===== src/sv/hbd_pkg.sv =====
`timescale 1ns / 1ps
`default_nettype none

package hbd_pkg;

	localparam int HBD_TAPS   = 39;
	localparam int HBD_NCOEF  = 20;
	localparam int HBD_CIDX_W = 5;
	localparam int HBD_COEF_W = 16;
	localparam int HBD_DIG_W  = 4;
	localparam int HBD_NDIG   = HBD_COEF_W / HBD_DIG_W;

	// Left half of the symmetric table, the centre tap last.
	localparam logic signed [HBD_COEF_W-1:0] HBD_COEF [HBD_NCOEF] = '{
		-16'sd1, 16'sd0, 16'sd2, 16'sd0, -16'sd10, 16'sd0, 16'sd35, 16'sd0,
		-16'sd103, 16'sd0, 16'sd266, 16'sd0, -16'sd616, 16'sd0, 16'sd1332,
		16'sd0, -16'sd2960, 16'sd0, 16'sd10246, 16'sd16384
	};

	typedef struct packed {
		logic signed [15:0] sample_left;
		logic signed [15:0] sample_right;
	} hbd_in_t;

	typedef struct packed {
		logic               out_valid;
		logic signed [15:0] out_left;
		logic signed [15:0] out_right;
		logic signed [31:0] error_total;
		logic signed [31:0] overflow_total;
	} hbd_out_t;

	typedef struct packed {
		logic                 clr;
		logic                 mul_en;
		logic                 first;
		logic                 acc_en;
		logic                 neg;
		logic                 casc;
		logic [HBD_DIG_W-1:0] dig;
	} hbd_mac_ctl_t;

	typedef struct packed {
		logic signed [15:0] smp;
		logic [14:0]        frac;
		logic [16:0]        ovf;
	} hbd_mac_res_t;

	function automatic logic signed [HBD_COEF_W-1:0] hbd_coef(input logic [HBD_CIDX_W-1:0] k);
		logic signed [HBD_COEF_W-1:0] c;
		c = '0;
		if (32'(k) < HBD_NCOEF) begin
			c = HBD_COEF[k];
		end
		return c;
	endfunction

	function automatic logic signed [15:0] hbd_sat16(input logic signed [16:0] v);
		logic signed [15:0] r;
		if (v > 17'sd32767) begin
			r = 16'sh7fff;
		end else if (v < -17'sd32768) begin
			r = 16'sh8000;
		end else begin
			r = v[15:0];
		end
		return r;
	endfunction

endpackage

`default_nettype wire


===== src/sv/hbd_ram.sv =====
`timescale 1ns / 1ps
`default_nettype none

module hbd_ram #(
	parameter int WIDTH = 32,
	parameter int DEPTH = 39
) (
	input  wire logic                     clk,
	input  wire logic                     we,
	input  wire logic [$clog2(DEPTH)-1:0] waddr,
	input  wire logic [WIDTH-1:0]         wdata,
	input  wire logic                     re,
	input  wire logic [$clog2(DEPTH)-1:0] raddr_a,
	input  wire logic [$clog2(DEPTH)-1:0] raddr_b,
	output logic      [WIDTH-1:0]         rdata_a,
	output logic      [WIDTH-1:0]         rdata_b
);

	logic [WIDTH-1:0] mem_q [DEPTH];

	always_ff @(posedge clk) begin
		if (we) begin
			mem_q[waddr] <= wdata;
		end
		if (re) begin
			rdata_a <= mem_q[raddr_a];
			rdata_b <= mem_q[raddr_b];
		end
	end

endmodule

`default_nettype wire


===== src/sv/hbd_mac.sv =====
`timescale 1ns / 1ps
`default_nettype none

module hbd_mac import hbd_pkg::*; (
	input  wire logic               clk,
	input  wire hbd_mac_ctl_t       ctl,
	input  wire logic signed [16:0] x,
	output hbd_mac_res_t            res
);

	logic signed [31:0] prod_q;
	logic signed [31:0] acc_q;
	logic signed [21:0] part;
	logic signed [31:0] sum;
	logic signed [15:0] clamp;
	logic signed [16:0] sh;
	logic signed [16:0] ovf_mag;

	// One coefficient digit per cycle, most significant digit first.
	assign part = x * $signed({1'b0, ctl.dig});

	always_ff @(posedge clk) begin
		if (ctl.mul_en) begin
			if (ctl.first) begin
				prod_q <= 32'(part);
			end else begin
				prod_q <= (prod_q <<< HBD_DIG_W) + 32'(part);
			end
		end
	end

	always_comb begin
		sum   = ctl.neg ? acc_q - prod_q : acc_q + prod_q;
		clamp = hbd_sat16(sum[31:15]);
	end

	always_ff @(posedge clk) begin
		if (ctl.clr) begin
			acc_q <= '0;
		end else if (ctl.acc_en) begin
			if (ctl.casc) begin
				acc_q <= {clamp[15], clamp, 15'd0};
			end else begin
				acc_q <= sum;
			end
		end
	end

	always_comb begin
		sh      = acc_q[31:15];
		ovf_mag = '0;
		if (sh > 17'sd32767) begin
			ovf_mag = sh - 17'sd32767;
		end else if (sh < -17'sd32768) begin
			ovf_mag = -17'sd32768 - sh;
		end
		res.smp  = hbd_sat16(sh);
		res.frac = acc_q[14:0];
		res.ovf  = ovf_mag;
	end

endmodule

`default_nettype wire


===== src/sv/halfband_fir_stereo_decimator.sv =====
`timescale 1ns / 1ps
`default_nettype none

// Stereo half-band decimator by two with a folded 39-tap FIR per channel.
// Input channel in_valid/in_ready carries one left/right sample pair per beat;
// result channel res_valid/res_ready returns exactly one beat for every input
// beat. Every second input beat, starting with the first after reset, yields
// filtered samples with out_valid set; the others return zero samples with
// out_valid clear and the running error and overflow totals unchanged.
// A retained beat passes from acceptance until its result is shown and in_ready
// returns through the read state, eleven products through the radix-16
// digit-serial multiplier (one per channel, both channels side by side), the
// final accumulate and the result state. A discarded beat goes straight from
// acceptance to the result state. The next beat is taken in the idle state.
// The cascade clamp is to be written through cfg_we/cfg_wdata while the block is idle; the block does not enforce it.
// Reset clears the write pointer, phase, totals and the per-slot valid bits,
// so unwritten history reads as zero at once; there is no clearing pass.
// The result register decouples the two sides: the next input beat is taken
// while a result waits, and a further result then holds in its final state
// until the receiver takes the earlier one.
module halfband_fir_stereo_decimator import hbd_pkg::*; #(
	parameter int TAPS = HBD_TAPS
) (
	input  wire logic     clk,
	input  wire logic     arst_n,
	input  wire logic     in_valid,
	output logic          in_ready,
	input  wire hbd_in_t  in_data,
	output logic          res_valid,
	input  wire logic     res_ready,
	output hbd_out_t      res_data,
	input  wire logic     cfg_we,
	input  wire logic     cfg_wdata
);

	localparam int ADDR_W    = $clog2(TAPS);
	localparam int CENTRE    = (TAPS - 1) / 2;
	localparam int NSTEP     = (CENTRE + 1) / 2 + 1;
	localparam int STEP_W    = $clog2(NSTEP);
	localparam int DIG_CNT_W = $clog2(HBD_NDIG);

	localparam logic [ADDR_W-1:0]    LAST_SLOT = ADDR_W'(TAPS - 1);
	localparam logic [STEP_W-1:0]    LAST_STEP = STEP_W'(NSTEP - 1);
	localparam logic [DIG_CNT_W-1:0] LAST_DIG  = DIG_CNT_W'(HBD_NDIG - 1);

	localparam logic [2:0] ST_IDLE = 3'd0;
	localparam logic [2:0] ST_RD   = 3'd1;
	localparam logic [2:0] ST_MUL  = 3'd2;
	localparam logic [2:0] ST_ACC  = 3'd3;
	localparam logic [2:0] ST_FIN  = 3'd4;

	// Slot of tap k, counting back from the newest sample around the ring.
	function automatic logic [ADDR_W-1:0] tap_slot(input logic [ADDR_W-1:0] newest,
			input logic [ADDR_W-1:0] k);
		logic [ADDR_W:0] wrapped;
		logic [ADDR_W-1:0] slot;
		wrapped = {1'b0, newest} + (ADDR_W + 1)'(TAPS) - {1'b0, k};
		if (newest >= k) begin
			slot = newest - k;
		end else begin
			slot = wrapped[ADDR_W-1:0];
		end
		return slot;
	endfunction

	// Step 0 is the centre tap; step s is the pair at distance 2(s-1).
	function automatic logic [ADDR_W-1:0] step_tap(input logic [STEP_W-1:0] s);
		logic [ADDR_W-1:0] k;
		k = ADDR_W'(s) - 1'b1;
		if (s == '0) begin
			k = ADDR_W'(CENTRE);
		end else begin
			k = k << 1;
		end
		return k;
	endfunction

	logic [2:0]           state_q;
	logic [STEP_W-1:0]    step_q;
	logic [DIG_CNT_W-1:0] dig_q;
	logic [ADDR_W-1:0]    wr_ptr_q;
	logic [ADDR_W-1:0]    newest_q;
	logic                 skip_q;
	logic                 keep_q;
	logic                 casc_q;
	logic [TAPS-1:0]      vld_q;
	logic                 vlda_q;
	logic                 vldb_q;
	logic [HBD_COEF_W-1:0] cshift_q;
	logic                 cneg_q;
	logic                 pneg_q;
	logic [31:0]          err_sum_q;
	logic [31:0]          ovf_sum_q;
	logic                 res_vld_q;
	hbd_out_t             res_q;

	logic                 in_go;
	logic                 fin_go;
	logic                 rd_en;
	logic [STEP_W-1:0]    rd_step;
	logic [ADDR_W-1:0]    rd_k;
	logic [ADDR_W-1:0]    rd_kb;
	logic [ADDR_W-1:0]    raddr_a;
	logic [ADDR_W-1:0]    raddr_b;
	logic signed [HBD_COEF_W-1:0] rd_coef;
	logic [HBD_COEF_W-1:0] rd_mag;
	logic [31:0]          q_a;
	logic [31:0]          q_b;
	logic signed [15:0]   a_l;
	logic signed [15:0]   a_r;
	logic signed [15:0]   b_l;
	logic signed [15:0]   b_r;
	logic signed [16:0]   x_l;
	logic signed [16:0]   x_r;
	logic                 centre;
	hbd_mac_ctl_t         mac_ctl;
	hbd_mac_res_t         res_l;
	hbd_mac_res_t         res_r;
	logic [31:0]          err_add;
	logic [31:0]          ovf_add;

	assign in_ready  = (state_q == ST_IDLE);
	assign in_go     = in_valid && in_ready;
	assign fin_go    = (state_q == ST_FIN) && (!res_vld_q || res_ready);
	assign res_valid = res_vld_q;
	assign res_data  = res_q;

	// The read for the next product is issued in the last digit cycle of the
	// current one, so the RAM output holds steady for a whole product.
	always_comb begin
		rd_en   = (state_q == ST_RD) ||
			((state_q == ST_MUL) && (dig_q == LAST_DIG) && (step_q != LAST_STEP));
		rd_step = (state_q == ST_RD) ? '0 : step_q + 1'b1;
		rd_k    = step_tap(rd_step);
		rd_kb   = (rd_step == '0) ? rd_k : LAST_SLOT - rd_k;
		raddr_a = tap_slot(newest_q, rd_k);
		raddr_b = tap_slot(newest_q, rd_kb);
		rd_coef = hbd_coef(rd_k[HBD_CIDX_W-1:0]);
		rd_mag  = rd_coef[HBD_COEF_W-1] ? HBD_COEF_W'(-rd_coef) : rd_coef;
	end

	hbd_ram #(
		.WIDTH(32),
		.DEPTH(TAPS)
	) u_hist (
		.clk    (clk),
		.we     (in_go),
		.waddr  (wr_ptr_q),
		.wdata  ({in_data.sample_left, in_data.sample_right}),
		.re     (rd_en),
		.raddr_a(raddr_a),
		.raddr_b(raddr_b),
		.rdata_a(q_a),
		.rdata_b(q_b)
	);

	// Slots never written since reset read as zero; the centre tap has no partner.
	always_comb begin
		centre = (step_q == '0);
		a_l    = vlda_q ? $signed(q_a[31:16]) : 16'sd0;
		a_r    = vlda_q ? $signed(q_a[15:0])  : 16'sd0;
		b_l    = (vldb_q && !centre) ? $signed(q_b[31:16]) : 16'sd0;
		b_r    = (vldb_q && !centre) ? $signed(q_b[15:0])  : 16'sd0;
		x_l    = {a_l[15], a_l} + {b_l[15], b_l};
		x_r    = {a_r[15], a_r} + {b_r[15], b_r};
	end

	// The product finished in the previous step is added in the first digit
	// cycle of the next one, or in the final accumulate cycle.
	always_comb begin
		mac_ctl.clr    = (state_q == ST_RD);
		mac_ctl.mul_en = (state_q == ST_MUL);
		mac_ctl.first  = (dig_q == '0);
		mac_ctl.acc_en = ((state_q == ST_MUL) && (dig_q == '0) && (step_q != '0)) ||
			(state_q == ST_ACC);
		mac_ctl.neg    = pneg_q;
		mac_ctl.casc   = casc_q;
		mac_ctl.dig    = cshift_q[HBD_COEF_W-1 -: HBD_DIG_W];
	end

	hbd_mac u_mac_l (
		.clk(clk),
		.ctl(mac_ctl),
		.x  (x_l),
		.res(res_l)
	);

	hbd_mac u_mac_r (
		.clk(clk),
		.ctl(mac_ctl),
		.x  (x_r),
		.res(res_r)
	);

	assign err_add = 32'(res_l.frac) + 32'(res_r.frac);
	assign ovf_add = 32'(res_l.ovf) + 32'(res_r.ovf);

	always_ff @(posedge clk or negedge arst_n) begin
		if (!arst_n) begin
			state_q   <= ST_IDLE;
			step_q    <= '0;
			dig_q     <= '0;
			wr_ptr_q  <= '0;
			newest_q  <= '0;
			skip_q    <= 1'b0;
			keep_q    <= 1'b0;
			casc_q    <= 1'b0;
			vld_q     <= '0;
			err_sum_q <= '0;
			ovf_sum_q <= '0;
			res_vld_q <= 1'b0;
		end else begin
			if (cfg_we) begin
				casc_q <= cfg_wdata;
			end
			if (fin_go) begin
				res_vld_q <= 1'b1;
			end else if (res_ready) begin
				res_vld_q <= 1'b0;
			end
			case (state_q)
				ST_IDLE: begin
					if (in_go) begin
						vld_q[wr_ptr_q] <= 1'b1;
						newest_q        <= wr_ptr_q;
						wr_ptr_q        <= (wr_ptr_q == LAST_SLOT) ? '0 : wr_ptr_q + 1'b1;
						skip_q          <= !skip_q;
						keep_q          <= !skip_q;
						state_q         <= skip_q ? ST_FIN : ST_RD;
					end
				end
				ST_RD: begin
					step_q  <= '0;
					dig_q   <= '0;
					state_q <= ST_MUL;
				end
				ST_MUL: begin
					dig_q <= dig_q + 1'b1;
					if (dig_q == LAST_DIG) begin
						if (step_q == LAST_STEP) begin
							state_q <= ST_ACC;
						end else begin
							step_q <= step_q + 1'b1;
						end
					end
				end
				ST_ACC: begin
					state_q <= ST_FIN;
				end
				ST_FIN: begin
					if (fin_go) begin
						state_q <= ST_IDLE;
						if (keep_q) begin
							err_sum_q <= err_sum_q + err_add;
							ovf_sum_q <= ovf_sum_q + ovf_add;
						end
					end
				end
				default: begin
					state_q <= ST_IDLE;
				end
			endcase
		end
	end

	// Coefficient digit shifter and tap valid flags follow the RAM reads.
	always_ff @(posedge clk) begin
		if (rd_en) begin
			cshift_q <= rd_mag;
			cneg_q   <= rd_coef[HBD_COEF_W-1];
			vlda_q   <= vld_q[raddr_a];
			vldb_q   <= vld_q[raddr_b];
		end else if (state_q == ST_MUL) begin
			cshift_q <= cshift_q << HBD_DIG_W;
		end
		if ((state_q == ST_MUL) && (dig_q == LAST_DIG)) begin
			pneg_q <= cneg_q;
		end
	end

	always_ff @(posedge clk) begin
		if (fin_go) begin
			if (keep_q) begin
				res_q.out_valid      <= 1'b1;
				res_q.out_left       <= res_l.smp;
				res_q.out_right      <= res_r.smp;
				res_q.error_total    <= err_sum_q + err_add;
				res_q.overflow_total <= ovf_sum_q + ovf_add;
			end else begin
				res_q.out_valid      <= 1'b0;
				res_q.out_left       <= '0;
				res_q.out_right      <= '0;
				res_q.error_total    <= err_sum_q;
				res_q.overflow_total <= ovf_sum_q;
			end
		end
	end

endmodule

`default_nettype wire


===== config.mk =====
export PLATFORM = sky130hd
export DESIGN_NAME = halfband_fir_stereo_decimator
export DESIGN_NICKNAME = d
export VERILOG_FILES = /design/src/sv/hbd_pkg.sv /design/src/sv/hbd_ram.sv /design/src/sv/hbd_mac.sv /design/src/sv/halfband_fir_stereo_decimator.sv
export SDC_FILE = /design/constraint.sdc
export NUM_CORES = 2
export LEC_CHECK = 0
export ABC_AREA = 0
export BUFFER_PORTS_ARGS = -buffer_cell sky130_fd_sc_hd__buf_2
export CORE_ASPECT_RATIO = 1.25
export CORE_MARGIN = 2
export CORE_UTILIZATION = 60
export CTS_CLUSTER_DIAMETER = 120
export CTS_CLUSTER_SIZE = 30
export DETAILED_ROUTE_END_ITERATION = 8
export PLACE_DENSITY = 0.8
export SLEW_MARGIN = 10
export SYNTH_ARGS = -nofsm -noshare
export SYNTH_HDL_FRONTEND = slang
export SYNTH_SLANG_ARGS = --single-unit

===== constraint.sdc =====
create_clock -name clk -period 11.17 [get_ports clk]
set_input_delay 0.5585 -clock clk [delete_from_list [all_inputs] [get_ports clk]]
set_output_delay 0.5585 -clock clk [all_outputs]
set_load 0.005 [all_outputs]

==> results.json <==
{
  "drive_above_1_share": 0.06629,
  "globalplace.congestion": 0.9367,
  "die_x_um": 363.0,
  "synth_area_leaders": "edfxtp_1 46%, nand2_1 9.5%, nand3_1 4.6%",
  "met2WireLength_um": 136700,
  "port_buffers": 136,
  "num_vias": 79119,
  "startpoint_type": "flop",
  "fin_ws_ns": 1.651,
  "crit_arrival_ns": 9.99,
  "synth_xor_xnor_area_share": 0.03053,
  "syn-num-nets": 10284,
  "whs_path_depth": 2,
  "core_um2": 159800,
  "relSlewSlack": 0.2342,
  "timing.fmax_mhz": 105.0,
  "slowest_delay_ns": 0.61,
  "ios": 137,
  "cp.required_ns": 11.64,
  "hold_viol": 0,
  "place_ws_ns": 1.352,
  "synth_simple_gate_area_frac": 0.2048,
  "postRouteAntennaNets": 0,
  "cts_tree": "yes",
  "m1WireLength_um": 99030,
  "rr_endpoint": "u_mac_r.prod_q[31]",
  "drtIter0Drc": 11051,
  "ys_warn_count": 0,
  "highest_layer": "met5",
  "r2r_setup_slack_ns": 1.65,
  "numCtsBuffers": 66,
  "min_to": "state_q[2]",
  "initial_core_util": 0.6048,
  "post-cts-setup-buffer-count": 0,
  "routed-wl-met3_um": 35790,
  "row_count": 164,
  "cp_common_cell": "ha_1",
  "synth_top_family_by_area": "simple AND/OR/NAND/NOR gates",
  "synthAdderAreaFrac": 0.06332,
  "finalSetupViolations": 0,
  "drt_wl_total_um": 295900,
  "fin_nets": 9985,
  "area_growth_pct": 4.528,
  "r2r-start": "step_q[0]",
  "ys.flop_type": "edfxtp_1",
  "synth_most_common_cell": "nand2_1",
  "cp-end-kind": "flop",
  "ys_ff_latch": 1684,
  "synth.top_cells.by_count": "2436 x nand2_1, 1493 x edfxtp_1, 886 x nand3_1",
  "clock_latency_ns": 0.76,
  "slew_viol_final": 0,
  "path_max_fanout": 18,
  "avgSynthCellArea_um2": 9.838,
  "synth-edff-count": 1493,
  "worstMarginPinSlew_ns": 1.137,
  "grt_pass1_wl_um": 444300,
  "cts-htree-levels": 3,
  "cpMaxStageDelayCell": "xnor2_2",
  "clkSlewWorstSetupHoldPaths_ns": 0.11,
  "drt-pass1-iter-count": 7,
  "cts_sinks": 1684,
  "period_needed_ns": 9.519,
  "synth_top_area_frac": 0.4638,
  "cts-resized-gates": 0,
  "clockBufferDepth": 3,
  "ys_seq_area_frac": 0.5099,
  "synthMuxAreaShare": 0.03268,
  "fp.dieH_um": 452.8,
  "netlist_instances": 9826,
  "dp.cells": 11531,
  "synth.distinct_cells": 101,
  "syn_area_um2": 96670,
  "grt-ovfl-total": 0,
  "antenna_found_initial": 20,
  "synth.largest_area_cell": "edfxtp_1",
  "finClkSkew_ns": 0.03661,
  "routedWlPerCell_um": 25.41,
  "root_buffer": "clkbuf_16",
  "worstSetupPathType": "flop to flop",
  "groute.usage.overall": 0.3524,
  "reg2reg_depth": 36,
  "grt_max_degree": 153,
  "viasPerCell": 6.793,
  "dieArea_um2": 164400,
  "rsz0062_at_grt": "no",
  "hp-start": "in_valid",
  "final_cells": 11647,
  "drcViolationCount": 0,
  "fillers": 12240,
  "tns_ns": 0,
  "drv_cap": 0,
  "status": "finished, final reports clean",
  "dp_hpwl_um": 180100,
  "hp-class": "input port to flop",
  "timing.final.crit_share": 0.8522,
  "synth_compound_area_frac": 0.1207,
  "grt_pass1_vias": 77244,
  "postSynth.asyncResetShare": 0.07542
}
layout by cell type (no fill, tap or decap), drive strengths merged, types with 160 or more instances in the layout:
master,count
a21oi,452
a311oi,210
and2,160
and3,250
buf,279
edfxtp,1493
ha,306
inv,272
mux2i,181
nand2,2436
nand3,886
nor2,351
o21ai,350
xnor2,242
critical path, delay by kind of cell (launching register included):
family | cells | cell delay, ns
xor gates and xnor gates | 3 | 1.02
and+or+nand+nor | 6 | 1.30
adders and majority gates | 8 | 2.81
DFF | 1 | 0.49
AOI/OAI and AO/OA | 14 | 3.04
buffers and inverters | 5 | 0.58
worst max-delay path by stage:
stage	cells past startpoint	to	startpoint	slack (ns)
6_report	36	u_mac_r.prod_q[31]	step_q[0]	1.65
5_1_grt	36	u_mac_r.prod_q[31]	step_q[0]	1.05
4_1_cts	36	u_mac_r.prod_q[31]	step_q[0]	1.31
3_5_place_dp	36	u_mac_r.prod_q[31]	step_q[0]	1.35
3_3_place_gp	39	u_mac_r.prod_q[31]	step_q[0]	1.68
2_1_floorplan	36	u_mac_l.prod_q[30]	step_q[0]	2.61
per-stage QoR:
step / hold WS (ns) / utilization / area (um^2)
floorplan: 0.2629 / - / 96670
global placement: 0.4104 / 0.6199 / 99100
detailed placement: 0.4247 / 0.6199 / 99100
CTS: 0.1034 / 0.6320 / 101000
global route: 0.1166 / 0.6321 / 101000
finish: 0.1255 / 0.6322 / 101000
flip-flops by register name, indices dropped and copies added, names as in the netlist, 6 cells and up:
signal and cells:
u_mac_l.acc_q 32, wr_ptr_q 6, res_data 97, u_hist.mem_q 1248, u_hist.rdata_a 32, ovf_sum_q 32
u_mac_l.prod_q 32, newest_q 6, u_mac_r.acc_q 32, u_hist.rdata_b 32, cshift_q 16, err_sum_q 32
vld_q 39, u_mac_r.prod_q 32
layer usage:
metal / track usage / vias up
met4: 0.2599 / 24
met1: 0.4094 / 37546
met3: 0.08181 / 1412
met2: 0.5720 / 5476
li1: - / 34661
met5: 0 / -
kinds of logic after synthesis:
family,count (synthesis)
buf+inv,917
simple gates,4450
fa+ha+maj,421
mux,267
flops,1684
xor+xnor,337
other cells,1
compound gates,1749
layout make-up:
type	count	area [um^2]	share of cell area
multi-input cells	7225	44200	0.4374
well taps	2075	2596	0.02569
clock buffers	97	1799	0.01781
flip-flops and latches	1684	49290	0.4878
repair buffers	282	2041	0.02020
diodes	8	20.02	0.0001981
clock inverters	8	96.34	0.0009534
inverters	268	1007	0.009968
what timing repair did:
| item | in CTS | in global routing |
|---|---|---|
| setup endpoints to repair | 0 | 0 |
| hold buffers | 3 | 0 |
| hold endpoints to repair | 68 | 0 |
Power is not shown: default switching activity piles up to over one toggle a cycle in this logic, so the estimate is an artifact.
